`config.mk`:
```
export PLATFORM = sky130hd
export DESIGN_NAME = length_prefixed_string_deframer
export DESIGN_NICKNAME = d
export VERILOG_FILES = /design/src/hw/rtl/lpsd_pkg.sv /design/src/hw/rtl/length_prefixed_string_deframer.sv
export SDC_FILE = /design/constraint.sdc
export NUM_CORES = 1
export LEC_CHECK = 0
export ABC_AREA = 1
export BUFFER_PORTS_ARGS = -buffer_cell sky130_fd_sc_hd__buf_4
export CAP_MARGIN = 20
export CELL_PAD_IN_SITES_DETAIL_PLACEMENT = 2
export CELL_PAD_IN_SITES_GLOBAL_PLACEMENT = 2
export CORE_MARGIN = 5
export CORE_UTILIZATION = 39
export CTS_BUF_LIST = sky130_fd_sc_hd__clkbuf_2
export CTS_CLUSTER_DIAMETER = 30
export DETAILED_ROUTE_END_ITERATION = 16
export PLACE_DENSITY_LB_ADDON = 0.1
export SYNTH_ARGS = -nofsm -noshare
export SYNTH_HDL_FRONTEND = slang
export SYNTH_SLANG_ARGS = --single-unit
export TNS_END_PERCENT = 5
```
`constraint.sdc`:
```
create_clock -name aclk -period 4.35 [get_ports aclk]
set_clock_uncertainty 0.1 [all_clocks]
set_input_delay 0.6525 -clock aclk [delete_from_list [all_inputs] [get_ports aclk]]
set_output_delay 0.6525 -clock aclk [all_outputs]
set_load 0.02 [all_outputs]
```
`src/hw/rtl/lpsd_pkg.sv`:
```
// lpsd_pkg: shared constants and types for the length-prefixed string deframer
// no dependencies; used by length_prefixed_string_deframer

package lpsd_pkg;

    // stream byte and length prefix geometry
    localparam int BYTE_W        = 8;
    localparam int GROUP_W       = 7;
    localparam int MORE_BIT      = 7;
    localparam int ACCUM_W       = 56;
    localparam int PREFIX_CNT_W  = 4;

    // default limit on prefix bytes per length
    localparam int DEF_MAX_PREFIX_BYTES = 8;

    // one result transaction
    typedef struct packed {
        logic [BYTE_W-1:0] char_byte;
        logic              last_of_string;
        logic              empty_string;
        logic              length_error;
    } result_t;

endpackage

```
`src/hw/rtl/length_prefixed_string_deframer.sv`:
```
// length_prefixed_string_deframer: splits a byte stream into strings with a vlq length prefix
// depends on lpsd_pkg (widths, defaults, result struct)
//
//   channel | ports                                         | direction
//   --------+-----------------------------------------------+-----------
//   input   | s_valid s_ready s_in_byte                     | stream in
//   result  | m_valid m_ready m_char_byte m_last_of_string  | results out
//           | m_empty_string m_length_error                 |
//
// one byte per cycle while m_ready keeps the result register draining; a byte goes
// through the input register, then decode, into the result register, from which
// any result it yields is offered. the 56-bit remaining-count decrement and zero compare set
// the critical path. aresetn (synchronous, active low) returns the deframer to the
// length phase with an empty prefix. a stalled result register holds the decode
// stage, which fills the input register and then drops s_ready.

module length_prefixed_string_deframer #(
    parameter int MAX_PREFIX_BYTES = lpsd_pkg::DEF_MAX_PREFIX_BYTES
) (
    input  logic                        aclk,
    input  logic                        aresetn,

    input  logic                        s_valid,
    output logic                        s_ready,
    input  logic [lpsd_pkg::BYTE_W-1:0] s_in_byte,

    output logic                        m_valid,
    input  logic                        m_ready,
    output logic [lpsd_pkg::BYTE_W-1:0] m_char_byte,
    output logic                        m_last_of_string,
    output logic                        m_empty_string,
    output logic                        m_length_error
);

    localparam int ACCUM_W = lpsd_pkg::ACCUM_W;
    localparam int CNT_W   = lpsd_pkg::PREFIX_CNT_W;
    localparam int GROUP_W = lpsd_pkg::GROUP_W;
    localparam logic [CNT_W-1:0] MAX_CNT = CNT_W'(MAX_PREFIX_BYTES);

    // input register
    logic                        in_valid_reg, in_valid_next;
    logic [lpsd_pkg::BYTE_W-1:0] in_byte_reg,  in_byte_next;

    // deframer state
    logic                        in_body_reg,  in_body_next;
    logic [ACCUM_W-1:0]          accum_reg,    accum_next;
    logic [CNT_W-1:0]            cnt_reg,      cnt_next;
    logic [ACCUM_W-1:0]          remain_reg,   remain_next;

    // result register
    logic                        out_valid_reg, out_valid_next;
    lpsd_pkg::result_t           result_reg,    result_next;

    // decode stage
    logic                        advance;
    logic                        emit;
    lpsd_pkg::result_t           res;
    logic [ACCUM_W-1:0]          remain_dec;
    logic [ACCUM_W-1:0]          accum_shift;

    // decode moves when it holds a byte and the result register is free or draining
    assign advance = in_valid_reg && (!out_valid_reg || m_ready);
    assign s_ready = !in_valid_reg || advance;

    assign remain_dec  = remain_reg - ACCUM_W'(1);
    assign accum_shift = {accum_reg[ACCUM_W-GROUP_W-1:0], in_byte_reg[GROUP_W-1:0]};

    always_comb begin
        in_body_next = in_body_reg;
        accum_next   = accum_reg;
        cnt_next     = cnt_reg;
        remain_next  = remain_reg;
        emit         = 1'b0;
        res          = '0;

        if (advance) begin
            if (in_body_reg) begin
                // character phase: pass the byte on, flag the final one
                remain_next   = remain_dec;
                emit          = 1'b1;
                res.char_byte = in_byte_reg;
                if (remain_dec == '0) begin
                    in_body_next       = 1'b0;
                    res.last_of_string = 1'b1;
                end
            end else if (cnt_reg >= MAX_CNT) begin
                // prefix too long: drop this byte, report, restart the prefix
                accum_next       = '0;
                cnt_next         = '0;
                emit             = 1'b1;
                res.length_error = 1'b1;
            end else begin
                cnt_next   = cnt_reg + CNT_W'(1);
                accum_next = accum_shift;
                if (!in_byte_reg[lpsd_pkg::MORE_BIT]) begin
                    // prefix complete
                    accum_next = '0;
                    cnt_next   = '0;
                    if (accum_shift == '0) begin
                        emit             = 1'b1;
                        res.empty_string = 1'b1;
                    end else begin
                        remain_next  = accum_shift;
                        in_body_next = 1'b1;
                    end
                end
            end
        end
    end

    always_comb begin
        in_valid_next = in_valid_reg;
        in_byte_next  = in_byte_reg;
        if (s_valid && s_ready) begin
            in_valid_next = 1'b1;
            in_byte_next  = s_in_byte;
        end else if (advance) begin
            in_valid_next = 1'b0;
        end

        out_valid_next = out_valid_reg;
        result_next    = result_reg;
        if (advance) begin
            // a byte with no result still empties the result register
            out_valid_next = emit;
            result_next    = res;
        end else if (m_ready) begin
            out_valid_next = 1'b0;
        end
    end

    always_ff @(posedge aclk) begin
        if (!aresetn) begin
            in_valid_reg  <= 1'b0;
            out_valid_reg <= 1'b0;
            in_body_reg   <= 1'b0;
            accum_reg     <= '0;
            cnt_reg       <= '0;
            remain_reg    <= '0;
        end else begin
            in_valid_reg  <= in_valid_next;
            out_valid_reg <= out_valid_next;
            in_body_reg   <= in_body_next;
            accum_reg     <= accum_next;
            cnt_reg       <= cnt_next;
            remain_reg    <= remain_next;
        end
        in_byte_reg <= in_byte_next;
        result_reg  <= result_next;
    end

    assign m_valid          = out_valid_reg;
    assign m_char_byte      = result_reg.char_byte;
    assign m_last_of_string = result_reg.last_of_string;
    assign m_empty_string   = result_reg.empty_string;
    assign m_length_error   = result_reg.length_error;

    // a result carries at most one kind of marker
    assert property (@(posedge aclk) disable iff (!aresetn)
        m_valid |-> $onehot0({m_last_of_string, m_empty_string, m_length_error}))
        else $error("result carries more than one marker");

    // empty and error results carry no character
    assert property (@(posedge aclk) disable iff (!aresetn)
        (m_valid && (m_empty_string || m_length_error)) |-> (m_char_byte == '0))
        else $error("empty or error result with nonzero character");

    // in the character phase the prefix is cleared and characters remain
    assert property (@(posedge aclk) disable iff (!aresetn)
        in_body_reg |-> (remain_reg != '0 && cnt_reg == '0 && accum_reg == '0))
        else $error("character phase with inconsistent length state");

    // a completed string goes back to the length phase
    assert property (@(posedge aclk) disable iff (!aresetn)
        (advance && emit && res.last_of_string) |=> !in_body_reg)
        else $error("still in character phase after last character");

endmodule
```
==> run_results.csv, run 1 <==
group,metric,value,unit
cells_and_area,postLayoutCoreUtil,43.3,%
floorplan,initial_core_util,39.6,%
sta,finalCritPeriodShare,70.9,%
power_and_ir_drop,seq_power_share,43.4,%
synth,synth-simple-area-share,37.7,%
global_routing,grt_pass1_wl,47700,um
cells_and_area,layout_common_cells,"nand2_1, nor2_1, a21oi_1",
floorplan,die_w,148,um
sta,hold_violations,0,
synth,muxShareOfSynthArea,0.135,%
floorplan,std_cell_rows,50,
sta,max_freq,324,MHz
synth,synth_adder_area_share,0.673,%
synth,syn-num-nets,1180,
synth,synth_top_area_share,30.2,%
detailed_routing,drcViolationCount,0,
clock_tree,clockRootBuffer,"clkbuf_2",
placed_design,gp_congestion,0.890,
detailed_routing,vias,7798,
placed_design,dp_hpwl,21700,um
sta,finalSetupViolations,0,
synth,synth.yosys.seq_area_share,37.8,%
clock_tree,cts_resized,0,
global_routing,grt_pass1_vias,8208,
cells_and_area,drive_gt1_share,9.18,%
worst_hold_path,hold_class,"input port to flop",
critical_path,crit_path_end_kind,"flop",
cells_and_area,largest_reg_flops,56,
cells_and_area,syn_to_final_growth,9.26,%
critical_path,worstPathRequired,4860,ps
power_and_ir_drop,swShare,41.5,%
power_and_ir_drop,p_per_area,378,mW/mm^2
power_and_ir_drop,power_switching,1.28,mW
synth,ys_ff_latch,131,
sta,holdWs,166,ps
synth,synth-xor-area-share,1.53,%
floorplan,num_io_pins,25,
synth,syn_avg_cell_area,6.39,sq um
clock_tree,clk_pin_slew,340,ps
power_and_ir_drop,p_int,1.80,mW
detailed_routing,ant_nets,0,
synth,synth_cell_types,33,
sta,slew_headroom,34.6,%
clock_tree,clk_latency,790,ps
power_and_ir_drop,vdd_drop_max,0.219,mV
detailed_routing,initialDrtViolationCount,457,
synth,synth_top_family_by_area,"simple AND/OR/NAND/NOR gates",
sta,fin_crit,3080,ps
sta,fin_tns_setup,0,ps
power_and_ir_drop,power_frac_comb,28.1,%
floorplan,dieArea,0.0219,sq mm
synth,synth_top_cell_by_area,"dfxtp_1",
global_routing,grt_max_degree,73,
critical_path,start_kind,"flop",
clock_tree,cts_sinks,131,
run,drv_cap,0,
critical_path,cp.arrival,3590,ps
sta,rsz0062_at_grt,"false",
detailed_routing,first_pass_iters,7,
clock_tree,cts_tree,"built",
clock_tree,clockBufferDepth,2,
synth,postSynthCellCount,1164,
synth,netlist_area,0.00743,sq mm
power_and_ir_drop,pwr-share-clk,28.5,%
critical_path,cp_max_fo,34,
floorplan,core_area,0.0188,sq mm
placed_design,port_buffers,24,
synth,synthTopCellsByArea,"dfxtp_1, nand2_1, a21oi_1, edfxtp_1, nor2_1",
synth,ys.warnings.count,0,
clock_tree,numCtsBuffers,17,
critical_path,crit_type,"flop to flop",
clock_tree,htreeDepth,4,
sta,drv_slew,0,
cells_and_area,fin_nets,1190,
outcome,outcome,"complete, no violations",
detailed_routing,avgRoutedWirePerCell,21.3,um
power_and_ir_drop,p_leak,3.48,nW
detailed_routing,viasPerCell,5.48,
detailed_routing,wl,30300,um
sta,tightest_slew,981,ps
cells_and_area,final_common_cell,"nand2_1",
global_routing,overflow,0,
floorplan,die_h,148,um
synth,synth-compound-area-share,14.9,%
global_routing,antenna_found_initial,1,
global_routing,track_usage,28.0,%
cell type report:
type / instances / area (sq um)
antenna: 2 / 5.00
clock inverter: 14 / 169
multi-input combinational: 891 / 4080
clock buffer: 18 / 90.1
tap: 234 / 293
inverter: 96 / 360
timing repair buffer: 37 / 313
fill: 2317 / 10600
sequential: 131 / 2810
power by group through the flow:
stage	registers [mW]	logic, mW	clock network [mW]
2_1_floorplan	1.34	0.584	0
3_3_place_gp	1.35	0.811	0
3_5_place_dp	1.35	0.844	0
4_1_cts	1.33	0.860	0.868
5_1_grt	1.34	0.958	0.943
6_report	1.33	0.863	0.876
timing repair:
| action | CTS | global route |
|---|---|---|
| buffers inserted | 0 | 0 |
| endpoints found under the hold margin | 8 | 1 |
| hold buffers | 8 | 1 |
stage by stage:
stage	power, mW	worst slack [ps]	cell area (sq um)	cells
floorplan	1.92	2270	7430	1164
global placement	2.16	1590	7770	1380
detailed placement	2.20	1460	7770	1380
CTS	3.06	1420	8110	1420
global route	3.24	1090	8120	1422
finish	3.07	1270	8120	1423
final timing paths:
kind,depth (start not counted),slack (ps),to,from
max,11,1270,remain_reg[47],in_byte_reg[5]
max reg2reg,11,1270,remain_reg[47],in_byte_reg[5]
min,4,170,in_valid_reg,m_ready
min reg2reg,2,380,accum_reg[18],accum_reg[11]
Yosys cell counts (all sizes together):
library cell	instances
a21boi	2
a21oi	134
and2	3
buf	9
clkbuf	37
clkinv	1
dfxtp	112
edfxtp	19
ha	4
inv	95
mux2i	1
nand2	413
nand3	42
nand4	9
nor2	166
nor3	8
nor4	12
o21ai	82
o221ai	1
or2	1
xnor2	1
xor2	12
critical path, cell delays in order (launching register included):
cell and delay [ps]:
edfxtp_1 570, or2_1 300, nor3_1 410, nand4_1 160, nor2_1 140, nand2_1 80, inv_1 90, nand2_1 70
nand3_2 280, inv_2 340, o21ai_0 310, a21oi_1 60
layer usage:
layer | track usage, % | wire length [um] | vias up
met4 | 6.05 | 521 | 0
li1 | - | - | 3756
met2 | 47.3 | 14800 | 136
met3 | 4.20 | 1190 | 28
met5 | 0 | 0 | -
met1 | 38.1 | 13800 | 3878
kinds of logic (layout without fill, tap and decap cells):
group | count (synthesis) | count (layout)
AND/OR/NAND/NOR | 654 | 654
flip-flops | 131 | 131
other | 0 | 2
AO/OA/AOI/OAI | 219 | 219
multiplexers | 1 | 1
XOR/XNOR | 13 | 13
adder cells (fa/ha/maj) | 4 | 4
buffers and inverters | 142 | 165
Power figures use the tool's default switching activity.
==> run 2: changes to the inputs <==
- ABC_AREA: 1 -> 0
- clock period: 4.35 -> 3 ns (I/O delays scaled with it)
==> run 2 against run 1 <==
Compared with the run above:
- worst hold slack improved by 110 ps
- sequential cell count did not move
- clock power rose by 36%
- sequential share of layout area fell by 1.5 points
- die area fell by 7.6%
- core utilization rose by 6.1 points
- global-route usage rose by 3.1 points
- worst setup slack got worse by 1300 ps
- the flow now finishes with violations (setup timing)
- design area rose by 4.7%
- critical path type unchanged
==> run_results.csv, run 2 <==
group,metric,value,unit
power_and_ir_drop,p_per_area,530,mW/mm^2
synth,synth_edf_count,19,
sta,slew_headroom,43.4,%
global_routing,track_usage,31.0,%
synth,ys.warnings.count,0,
power_and_ir_drop,vdd_drop_max,0.311,mV
clock_tree,cts_sinks,131,
clock_tree,numCtsBuffers,17,
synth,yosysMostFrequentCell,"dfxtp_1",
critical_path,r2r_setup_slack,-80,ps
critical_path,cp.arrival,3630,ps
sta,holdWs,274,ps
detailed_routing,initialDrtViolationCount,641,
floorplan,dieArea,0.0203,sq mm
critical_path,start_kind,"flop",
floorplan,die_w,142,um
clock_tree,clk_latency,780,ps
placed_design,port_buffers,24,
clock_tree,clockRootBuffer,"clkbuf_2",
synth,synth_top_area_share,32.8,%
global_routing,overflow,0,
synth,netlist_area,0.00683,sq mm
sta,drv_slew,0,
sta,hold_violations,0,
critical_path,worstPathRequired,3550,ps
outcome,failed_checks,"setup timing",
critical_path,cp_max_fo,7,
floorplan,core_area,0.0172,sq mm
critical_path,crit_path_end_kind,"flop",
synth,async_flop_share,0,%
outcome,outcome,"complete, but fails checks",
cells_and_area,syn_to_final_growth,24.6,%
run,drv_cap,0,
clock_tree,clockBufferDepth,2,
worst_hold_path,hold_class,"input port to flop",
placed_design,gp_congestion,0.913,
floorplan,die_h,142,um
detailed_routing,drcViolationCount,0,
placed_design,dp_hpwl,22300,um
sta,tightest_slew,848,ps
synth,synth_top_cell_by_area,"dfxtp_1",
detailed_routing,viasPerCell,6.41,
synth,ys_ff_latch,131,
cells_and_area,antenna_cells,0,
placed_design,place_area,0.00793,sq mm
synth,syn_avg_cell_area,8.16,sq um
detailed_routing,wl,31800,um
sta,fin_ws,-77.8,ps
synth,postSynthCellCount,837,
global_routing,grt_pass1_wl,47900,um
synth,synth.yosys.seq_area_share,41.2,%
synth,synthTopCellsByArea,"dfxtp_1, a22oi_1, edfxtp_1, nor2_1, a21oi_1",
critical_path,crit_type,"flop to flop",
sta,max_freq,325,MHz
global_routing,antenna_found_initial,1,
global_routing,grt_max_degree,73,
global_routing,grt_pass1_vias,7804,
power_and_ir_drop,p_leak,3.25,nW
cells_and_area,drive_gt1_share,23.9,%
sta,finalCritPeriodShare,103,%
cells_and_area,layout_common_cells,"buf_4, dfxtp_1, nor2_1",
clock_tree,cts_tree,"built",
cells_and_area,final_common_cell,"buf_4",
detailed_routing,ant_nets,0,
synth,syn-num-nets,853,
detailed_routing,vias,7582,
sta,fin_tns_setup,-77.8,ps
detailed_routing,first_pass_iters,5,
critical_path,startpoint,"remain_reg[25]",
worst_hold_path,hp-start,"s_in_byte[0]",
cells_and_area,largest_reg_flops,56,
sta,rsz0062_at_grt,"true",
synth,synth_commonest_cells,"dfxtp_1, nor2_1, a22oi_1",
clock_tree,clk_pin_slew,230,ps
clock_tree,htreeDepth,4,
sta,fin_crit,3080,ps
cells_and_area,fin_nets,961,
critical_path,worstReg2RegStart,"remain_reg[25]",
cells_and_area,stdcell_area,0.00851,sq mm
floorplan,initial_core_util,39.6,%
floorplan,std_cell_rows,48,
synth,synth_ff_type,"dfxtp_1",
sta,finalSetupViolations,1,
synth,synth_cell_types,57,
floorplan,num_io_pins,25,
detailed_routing,avgRoutedWirePerCell,26.9,um
[run 2: layout make-up]
type,instances,area [sq um]
clock buffers,19,95.1
inverters,12,46.3
clock inverters,13,153
well taps,225,282
repair buffers,155,1250
flip-flops and latches,131,2820
fillers,1875,8730
multi-input cells,628,3860
[run 2: worst paths after layout]
kind,end,cells after the start
setup reg to reg,m_last_of_string,9
hold reg to reg,remain_reg[14],2
setup / recovery,m_last_of_string,9
hold / removal,in_byte_reg[0],2
[run 2: metrics by stage]
| stage | worst slack, ps | utilization, % | total power [mW] | instances |
|---|---|---|---|---|
| final | -77.8 | 49.3 | 4.51 | 1183 |
| after global routing | -233 | 49.3 | 4.68 | 1183 |
| after CTS | -77.2 | 48.6 | 4.43 | 1178 |
| after detailed placement | -194 | 46.0 | 3.20 | 1133 |
| after global placement | -86.1 | 46.0 | 3.14 | 1133 |
| after floorplan | 125 | - | 2.61 | 837 |
[run 2: critical path, cell delays in order (launching register included)]
cell and delay [ps]:
dfxtp_1 380, buf_4 140, or4_1 560, or4_4 580, buf_4 200, o21a_1 190
nor2_1 140, o2111ai_1 150, nor4_2 340, and2_1 170
[run 2: cells by family (layout without fill, tap and decap cells)]
family,count (synthesis),in the layout,share of synthesized area (%)
simple gates,357,357,27.4
compound gates,246,246,23.3
flops,131,131,41.2
buf+inv,78,199,4.67
xor+xnor,17,17,2.18
fa+ha+maj,4,4,0.733
mux,4,4,0.586
[run 2: metal layers]
metal | GRT usage [%] | wire (um) | share of wire [%] | vias to the layer above
li1 | - | - | - | 3344
met1 | 42.4 | 14100 | 44 | 3937
met2 | 50.7 | 15200 | 48 | 230
met3 | 5.21 | 1530 | 4.8 | 69
met4 | 9.35 | 928 | 2.9 | 2
met5 | 0 | 12 | 0.038 | -
[run 2: where the power goes]
group          total, mW  internal [mW]  leakage, nW  switching (mW)
clock               1.19          0.407        0.154           0.779
combinational       1.43          0.589         2.00           0.845
sequential          1.89           1.83         1.09          0.0585
total               4.51           2.82         3.25            1.68
[run 2: repair_timing]
item | in CTS | in global routing
setup buffers | 1 | 4
gates resized for setup | 12 | 21
pin swaps | 4 | 4
endpoints found under the hold margin | 17 | 0
setup endpoints to repair | 2 | 49
hold buffers | 12 | 0
